$ cat src/design/bhdti_pkg.sv
// Shared constants and the arctangent table for the half/difference angle indexer.
package bhdti_pkg;

    // Default block parameters.
    localparam int HALF_POLAR_BINS_DEF  = 90;
    localparam int DIFF_POLAR_BINS_DEF  = 90;
    localparam int DIFF_AZIMUTH_RES_DEF = 360;
    localparam int ANGLE_BITS_DEF       = 16;

    // CORDIC arithmetic.
    localparam int STEPS  = 30;
    localparam int QFRAC  = 30;
    localparam int TURN_W = 32;
    localparam int ROT_W  = 34;
    localparam int VEC_W  = 36;
    localparam logic signed [31:0] INV_GAIN = 32'sd652032874;
    localparam logic [TURN_W-1:0] HALF_TURN    = 32'h8000_0000;
    localparam logic [TURN_W-1:0] QUARTER_HALF = 32'h2000_0000;

    // Binning and addressing.
    localparam int BIN_W    = 9;
    localparam int ADDR_W   = 32;
    localparam int SQ_SHIFT = 15;

    // Output field widths.
    localparam int HPB_W = 7;
    localparam int DPB_W = 7;
    localparam int DAB_W = 8;
    localparam int RED_W = 21;
    localparam int GRN_W = 22;
    localparam int BLU_W = 23;

    // atan(2^-i) in 2^32-per-turn units.
    function automatic logic [TURN_W-1:0] f_atan(input int idx);
        logic [TURN_W-1:0] v;
        case (idx)
            0:       v = 32'h2000_0000;
            1:       v = 32'h12E4_051E;
            2:       v = 32'h09FB_385B;
            3:       v = 32'h0511_11D4;
            4:       v = 32'h028B_0D43;
            5:       v = 32'h0145_D7E1;
            6:       v = 32'h00A2_F61E;
            7:       v = 32'h0051_7C55;
            8:       v = 32'h0028_BE53;
            9:       v = 32'h0014_5F2F;
            10:      v = 32'h000A_2F98;
            11:      v = 32'h0005_17CC;
            12:      v = 32'h0002_8BE6;
            13:      v = 32'h0001_45F3;
            14:      v = 32'h0000_A2FA;
            15:      v = 32'h0000_517D;
            16:      v = 32'h0000_28BE;
            17:      v = 32'h0000_145F;
            18:      v = 32'h0000_0A30;
            19:      v = 32'h0000_0518;
            20:      v = 32'h0000_028C;
            21:      v = 32'h0000_0146;
            22:      v = 32'h0000_00A3;
            23:      v = 32'h0000_0051;
            24:      v = 32'h0000_0029;
            25:      v = 32'h0000_0014;
            26:      v = 32'h0000_000A;
            27:      v = 32'h0000_0005;
            28:      v = 32'h0000_0003;
            29:      v = 32'h0000_0001;
            default: v = 32'h0000_0000;
        endcase
        return v;
    endfunction

endpackage

$ cat src/design/bhdti_bin.sv
// Angle binning (square-root, linear, folded) and table address generation.
module bhdti_bin #(
    parameter int HALF_POLAR_BINS  = bhdti_pkg::HALF_POLAR_BINS_DEF,
    parameter int DIFF_POLAR_BINS  = bhdti_pkg::DIFF_POLAR_BINS_DEF,
    parameter int DIFF_AZIMUTH_RES = bhdti_pkg::DIFF_AZIMUTH_RES_DEF
) (
    input  logic                          i_clk,
    input  logic                          i_rst_n,
    input  logic                          i_en,
    input  logic                          i_valid,
    input  logic [bhdti_pkg::TURN_W-1:0]  i_th,
    input  logic [bhdti_pkg::TURN_W-1:0]  i_td,
    input  logic [bhdti_pkg::TURN_W-1:0]  i_pd,
    output logic                          o_valid,
    output logic [bhdti_pkg::HPB_W-1:0]   o_half_polar_bin,
    output logic [bhdti_pkg::DPB_W-1:0]   o_diff_polar_bin,
    output logic [bhdti_pkg::DAB_W-1:0]   o_diff_azimuth_bin,
    output logic [bhdti_pkg::RED_W-1:0]   o_red_address,
    output logic [bhdti_pkg::GRN_W-1:0]   o_green_address,
    output logic [bhdti_pkg::BLU_W-1:0]   o_blue_address
);
    import bhdti_pkg::*;

    localparam int HALF_RES = DIFF_AZIMUTH_RES / 2;
    localparam int HB_SQ    = HALF_POLAR_BINS * HALF_POLAR_BINS;
    localparam int SQ_W     = (TURN_W - 1) + $clog2(HB_SQ + 1);
    localparam int RT_W     = (SQ_W + 1) / 2;
    localparam int PW       = TURN_W + 10;
    localparam int ROW      = HALF_RES * DIFF_POLAR_BINS;
    localparam int PLANE    = HALF_POLAR_BINS * ROW;

    logic [PW-1:0]    w_tdp, w_pdp;
    logic [PW-1:0]    w_raw_d, w_raw_p;
    logic [SQ_W-1:0]  w_sq;
    logic [BIN_W-1:0] w_bd, w_bp;

    logic             r_sval [0:RT_W];
    logic [SQ_W-1:0]  r_sv   [0:RT_W];
    logic [SQ_W:0]    r_sr   [0:RT_W];
    logic [BIN_W-1:0] r_sbd  [0:RT_W];
    logic [BIN_W-1:0] r_sbp  [0:RT_W];

    logic [SQ_W:0]     w_raw_h;
    logic [BIN_W-1:0]  w_bh;
    logic              r_x_v, r_y_v, r_z_v;
    logic [BIN_W-1:0]  r_x_bh, r_x_bd, r_x_bp, r_y_bh, r_y_bd, r_y_bp;
    logic [BIN_W-1:0]  r_z_bh, r_z_bd, r_z_bp;
    logic [ADDR_W-1:0] r_x_t1, r_y_addr;
    logic [ADDR_W-1:0] r_z_red, r_z_grn, r_z_blu;

    assign w_tdp   = PW'(i_td) * PW'(DIFF_POLAR_BINS);
    assign w_pdp   = PW'(i_pd[TURN_W-2:0]) * PW'(HALF_RES);
    assign w_raw_d = w_tdp >> QFRAC;
    assign w_raw_p = w_pdp >> (TURN_W - 1);
    assign w_sq    = SQ_W'(i_th[TURN_W-2:0]) * SQ_W'(HB_SQ);

    // negative polar angle gives bin 0; folding drops the top bit of phi
    always_comb begin
        if (i_td[TURN_W-1]) begin
            w_bd = '0;
        end else if (w_raw_d > PW'(DIFF_POLAR_BINS - 1)) begin
            w_bd = BIN_W'(DIFF_POLAR_BINS - 1);
        end else begin
            w_bd = w_raw_d[BIN_W-1:0];
        end
        if (w_raw_p > PW'(HALF_RES - 1)) begin
            w_bp = BIN_W'(HALF_RES - 1);
        end else begin
            w_bp = w_raw_p[BIN_W-1:0];
        end
    end

    always_ff @(posedge i_clk) begin
        if (!i_rst_n) begin
            r_sval[0] <= 1'b0;
        end else if (i_en) begin
            r_sval[0] <= i_valid;
        end
    end

    always_ff @(posedge i_clk) begin
        if (i_en) begin
            r_sv[0]  <= i_th[TURN_W-1] ? '0 : w_sq;
            r_sr[0]  <= '0;
            r_sbd[0] <= w_bd;
            r_sbp[0] <= w_bp;
        end
    end

    // one root bit per stage
    for (genvar k = 0; k < RT_W; k++) begin : g_sqrt
        localparam logic [SQ_W:0] BITV = (SQ_W+1)'(1) << (2 * (RT_W - 1 - k));
        logic [SQ_W:0]   n_t;
        logic            n_ge;
        logic [SQ_W-1:0] n_v;
        logic [SQ_W:0]   n_r;

        assign n_t  = r_sr[k] + BITV;
        assign n_ge = {1'b0, r_sv[k]} >= n_t;
        assign n_v  = n_ge ? (r_sv[k] - n_t[SQ_W-1:0]) : r_sv[k];
        assign n_r  = n_ge ? ((r_sr[k] >> 1) + BITV) : (r_sr[k] >> 1);

        always_ff @(posedge i_clk) begin
            if (!i_rst_n) begin
                r_sval[k+1] <= 1'b0;
            end else if (i_en) begin
                r_sval[k+1] <= r_sval[k];
            end
        end

        always_ff @(posedge i_clk) begin
            if (i_en) begin
                r_sv[k+1]  <= n_v;
                r_sr[k+1]  <= n_r;
                r_sbd[k+1] <= r_sbd[k];
                r_sbp[k+1] <= r_sbp[k];
            end
        end
    end

    assign w_raw_h = r_sr[RT_W] >> SQ_SHIFT;
    assign w_bh    = (w_raw_h > (SQ_W+1)'(HALF_POLAR_BINS - 1)) ?
                     BIN_W'(HALF_POLAR_BINS - 1) : w_raw_h[BIN_W-1:0];

    always_ff @(posedge i_clk) begin
        if (!i_rst_n) begin
            r_x_v <= 1'b0;
            r_y_v <= 1'b0;
            r_z_v <= 1'b0;
        end else if (i_en) begin
            r_x_v <= r_sval[RT_W];
            r_y_v <= r_x_v;
            r_z_v <= r_y_v;
        end
    end

    always_ff @(posedge i_clk) begin
        if (i_en) begin
            r_x_bh   <= w_bh;
            r_x_bd   <= r_sbd[RT_W];
            r_x_bp   <= r_sbp[RT_W];
            r_x_t1   <= ADDR_W'(r_sbp[RT_W]) + ADDR_W'(r_sbd[RT_W]) * ADDR_W'(HALF_RES);
            r_y_bh   <= r_x_bh;
            r_y_bd   <= r_x_bd;
            r_y_bp   <= r_x_bp;
            r_y_addr <= r_x_t1 + ADDR_W'(r_x_bh) * ADDR_W'(ROW);
            r_z_bh   <= r_y_bh;
            r_z_bd   <= r_y_bd;
            r_z_bp   <= r_y_bp;
            r_z_red  <= r_y_addr;
            r_z_grn  <= r_y_addr + ADDR_W'(PLANE);
            r_z_blu  <= r_y_addr + ADDR_W'(2 * PLANE);
        end
    end

    assign o_valid            = r_z_v;
    assign o_half_polar_bin   = r_z_bh[HPB_W-1:0];
    assign o_diff_polar_bin   = r_z_bd[DPB_W-1:0];
    assign o_diff_azimuth_bin = r_z_bp[DAB_W-1:0];
    assign o_red_address      = r_z_red[RED_W-1:0];
    assign o_green_address    = r_z_grn[GRN_W-1:0];
    assign o_blue_address     = r_z_blu[BLU_W-1:0];

`ifndef SYNTHESIS
    a_bh_range: assert property (@(posedge i_clk) disable iff (!i_rst_n)
        r_z_v |-> (r_z_bh <= BIN_W'(HALF_POLAR_BINS - 1)))
        else $error("half polar bin out of range");
    a_bd_range: assert property (@(posedge i_clk) disable iff (!i_rst_n)
        r_z_v |-> (r_z_bd <= BIN_W'(DIFF_POLAR_BINS - 1)))
        else $error("diff polar bin out of range");
    a_bp_range: assert property (@(posedge i_clk) disable iff (!i_rst_n)
        r_z_v |-> (r_z_bp <= BIN_W'(HALF_RES - 1)))
        else $error("diff azimuth bin out of range");
    a_green_step: assert property (@(posedge i_clk) disable iff (!i_rst_n)
        r_z_v |-> (r_z_grn - r_z_red == ADDR_W'(PLANE)))
        else $error("green address not one plane above red");
`endif

endmodule

$ cat config.mk
export PLATFORM = sky130hd
export DESIGN_NAME = bhdti_bin
export DESIGN_NICKNAME = d
export VERILOG_FILES = /design/src/design/bhdti_pkg.sv /design/src/design/bhdti_bin.sv
export SDC_FILE = /design/constraint.sdc
export NUM_CORES = 2
export LEC_CHECK = 0
export ABC_AREA = 1
export BUFFER_PORTS_ARGS = -buffer_cell sky130_fd_sc_hd__buf_2
export CAP_MARGIN = 20
export CORE_MARGIN = 3
export CORE_UTILIZATION = 60
export CTS_CLUSTER_SIZE = 20
export DETAILED_ROUTE_END_ITERATION = 8
export HOLD_SLACK_MARGIN = 0.02
export PLACE_DENSITY_LB_ADDON = 0.25
export SYNTH_ARGS = -nofsm -noshare
export SYNTH_HDL_FRONTEND = slang
export SYNTH_SLANG_ARGS = --single-unit
$ cat constraint.sdc
create_clock -name i_clk -period 9.8 [get_ports i_clk]
set_input_delay 0.98 -clock i_clk [delete_from_list [all_inputs] [get_ports i_clk]]
set_output_delay 0.98 -clock i_clk [all_outputs]
set_load 0.1 [all_outputs]
==> flow_summary.yaml <==
die:
  fp.dieH_um: 296
  rows: 105
  core_um2: 82900
  fp.dieW_um: 296
  initial_core_util: 0.611
  dieArea_um2: 87900
  top_level_ports: 189
cells_and_area:
  syn2layout_area_growth_pct: 10.4
  final_cells: 5520
  final_common_cell: "edfxtp_1"
  fin_util: 0.674
  stdcell_area_um2: 55900
  drive_gt1_frac: 0.0815
  num-nets-final: 5093
  mostFrequentLayoutCells: "970 x edfxtp_1, 910 x inv_1, 480 x nand2_1, 391 x ha_1, 284 x fa_1"
worst_setup_path:
  start_kind: "primary input"
  crit_slowest_cell: "fa_1"
  reg2reg_from: "r_x_bh[0]"
  cp.arrival_ps: 6200
  worst-path-buf-inv: 7
  reg2reg_setup_slack_ps: 4180
  end_kind: "flip-flop"
  reg2reg_depth: 22
  critical_path.max_stage_delay_ps: 600
  crit_fanout: 5
  r2r-end: "r_y_addr[21]"
  path_class: "primary input to flip-flop"
  cpMostUsedCell: "inv_1"
  crit_chain: "buf_2 > fa_1 > inv_1 > fa_1 > inv_1 > fa_1 > inv_1 > fa_1 > fa_1 > inv_1 > ha_1 > nand2_1 > nor2_1 > inv_1 > nor2_1 > inv_1 > nor3_1 > a21oi_1 > o21ai_1 > o21ai_0 > a21oi_1"
  crit_family: "adder cells"
  required_ps: 10240
power_and_ir_drop:
  ir_drop_v: 0.000270
  power.leakage_nw: 24.4
  power_density_nw_per_um2: 304
  power.total_mw: 17.0
grt:
  grtUsageTotal: 0.185
  grt-ovfl-total: 0
  grt_pass1_vias: 27706
  grt_pass1_wl_mm: 131
  grt_max_degree: 187
  antenna_found_initial: 3
run_status:
  outcome: "finished clean"
cts:
  ctsHoldBuffers: 0
  clkSlewWorstSetupHoldPaths_ps: 60
  clk_path_buf_depth: 3
  post_cts_resized: 0
  clkLatencyLatePin_ps: 640
  cts_buffers: 90
  cts.sinks: 974
  cts-root-buf: "clkbuf_16"
  htreeDepth: 3
  cts_setup_buffers: 0
  cts_tree: "built"
timing:
  fin_tns_setup_ps: 0
  fin_crit_sh: 0.588
  slew_headroom: 0.269
  holdWs_ps: 404
  fin_skew_ps: 20.3
  finalMaxSlewViolations: 0
  fin_crit_ps: 5760
  rsz0062_at_grt: "false"
  tightestPinTransition_ps: 1100
  fmax_ghz: 0.174
  finalWorstSetupSlack_ps: 4040
  hold_viol: 0
  setup_violations: 0
yosys:
  synthTopCellsByArea: "edfxtp_1 58%, fa_1 11%, ha_1 9.7%"
  avgSynthCellArea_um2: 12.5
  synthCells: 4049
  synth-edff-count: 970
  ys.flop_type: "edfxtp_1"
  seq_area_frac_synth: 0.577
  ys_types: 60
  synth_top_area_share: 0.575
  synth_seq_cells: 974
  yosys.area.top_type: "edfxtp_1"
  async_flop_share: 0
  ys_warn_count: 0
  synthesis.area_um2: 50600
place:
  place_area_um2: 53000
  io_buffers: 187
  pre_cts_ws_ps: 3390
  hpwl_mm: 59.8
  gp_congestion: 0.883
  place_inst: 5349
hold_path:
  min_path_type: "flip-flop to flip-flop"
  hp-start: "r_sbp[2][41]"
  whs_path_depth: 0
  hold_end: "r_sbp[2][50]"
detailed_routing:
  wl_per_cell_um: 14.4
  vias: 27645
  firstDrtPassIters: 6
  avgViaCountPerCell: 5.01
  drt_iter0_markers: 1532
  drtAntennaViolNets: 0
  drc: 0
  wl_mm: 79.5
job:
  maxCapViolCount: 0
-- routing by layer --
metal / share of wire / GRT usage / wire (µm) / vias up
met5: 0 / 0 / 0 / -
met1: 0.45 / 0.247 / 35800 / 13003
met4: 0.024 / 0.0544 / 1920 / 0
met2: 0.49 / 0.319 / 38800 / 490
li1: - / - / - / 14021
met3: 0.038 / 0.0264 / 3010 / 131
-- power by group --
| group | internal, mW | leakage (nW) | total [mW] | switching (mW) |
|---|---|---|---|---|
| clock | 1.96 | 1.43 | 3.40 | 1.44 |
| combinational | 2.56 | 13.4 | 7.82 | 5.26 |
| sequential | 5.51 | 9.52 | 5.76 | 0.243 |
-- cells in the mapped netlist (2+ instances only) --
| cell | number |
|---|---|
| a211oi_1 | 3 |
| a21boi_0 | 3 |
| a21o_1 | 12 |
| a21oi_1 | 189 |
| a31oi_1 | 8 |
| and2_0 | 3 |
| and2_1 | 2 |
| and3_1 | 3 |
| buf_4 | 11 |
| clkbuf_1 | 7 |
| dfxtp_1 | 4 |
| edfxtp_1 | 970 |
| fa_1 | 284 |
| ha_1 | 391 |
| inv_1 | 910 |
| inv_2 | 3 |
| nand2_1 | 480 |
| nand2_2 | 3 |
| nand3_1 | 96 |
| nand3_2 | 3 |
| nand3b_1 | 3 |
| nand4_1 | 27 |
| nor2_1 | 245 |
| nor2_2 | 3 |
| nor2_4 | 2 |
| nor3_1 | 31 |
| nor3_2 | 2 |
| nor3b_1 | 4 |
| nor4_1 | 41 |
| o2111ai_1 | 3 |
| o211ai_1 | 10 |
| o21a_1 | 9 |
| o21ai_0 | 114 |
| o21ai_1 | 15 |
| o21ai_2 | 4 |
| o21bai_1 | 14 |
| o221ai_1 | 2 |
| or2_2 | 7 |
| or4_1 | 2 |
| xnor2_1 | 28 |
| xor2_1 | 79 |
-- final cells by class --
| cell class | count | area [µm²] |
|---|---|---|
| Fill cell | 6034 | 27000 |
| Timing Repair Buffer | 195 | 1030 |
| Sequential cell | 974 | 29200 |
| Clock inverter | 53 | 563 |
| Antenna cell | 3 | 7.51 |
| Tap cell | 1123 | 1410 |
| Inverter | 913 | 3430 |
| Clock buffer | 115 | 2390 |
| Multi-Input combinational cell | 2144 | 17900 |
-- worst max path at each step --
stage | endpoint | slack (ps) | cells past startpoint | start
final | r_sv[0][28] | 4040 | 21 | i_th[14]
after global routing | r_sv[0][28] | 3670 | 21 | i_th[14]
after CTS | r_sv[0][28] | 4080 | 21 | i_th[14]
after detailed placement | r_sv[0][28] | 3390 | 21 | i_th[14]
after global placement | r_sv[0][28] | 3440 | 21 | i_th[12]
after floorplan | r_sv[0][37] | 4330 | 19 | i_th[3]
-- registers in the layout (all words and copies together) (netlist names) --
| register | flops |
|---|---|
| r_z_bh | 7 |
| r_y_bh | 7 |
| r_y_v | 1 |
| r_z_red | 16 |
| r_y_bd | 7 |
| r_sbp | 184 |
| r_z_bp | 8 |
| r_y_addr | 23 |
| r_z_blu | 21 |
| r_sv | 266 |
| r_x_bh | 7 |
| r_z_grn | 18 |
| r_x_bd | 7 |
| r_sr | 133 |
| r_sbd | 207 |
| r_y_bp | 6 |
| r_sval | 23 |
| o_valid | 1 |
| r_x_bp | 6 |
| r_x_v | 1 |
| r_x_t1 | 18 |
| r_z_bd | 7 |
-- cells by family (layout without fill, tap and decap cells) --
logic type / after synthesis / in the layout / synth area share
and+or+nand+nor: 961 / 961 / 0.0811
AOI/OAI and AO/OA: 397 / 397 / 0.0439
buffers and inverters: 932 / 1276 / 0.0701
xor gates and xnor gates: 108 / 108 / 0.0188
muxes: 1 / 1 / 0.000198
DFF: 974 / 974 / 0.577
adders and majority gates: 675 / 675 / 0.209
other: 1 / 5 / 0.0000741
-- worst reg2reg max path, cell delays in order (launching register included) --
cell      delay (ps)
edfxtp_1         560
fa_1             610
fa_1             570
inv_1             50
fa_1             390
fa_1             510
inv_1             40
ha_1             340
a21oi_1          190
o21ai_0          130
a21oi_1          220
xor2_1           300
inv_1             80
ha_1             380
nand2_1          100
nor2_1           150
nand3_1           90
nand2_1          140
a21oi_1          110
nor2_1           200
nand2_1           80
o21ai_1           90
nand2_1           60
No activity file was read; power rests on OpenSTA's default activity.
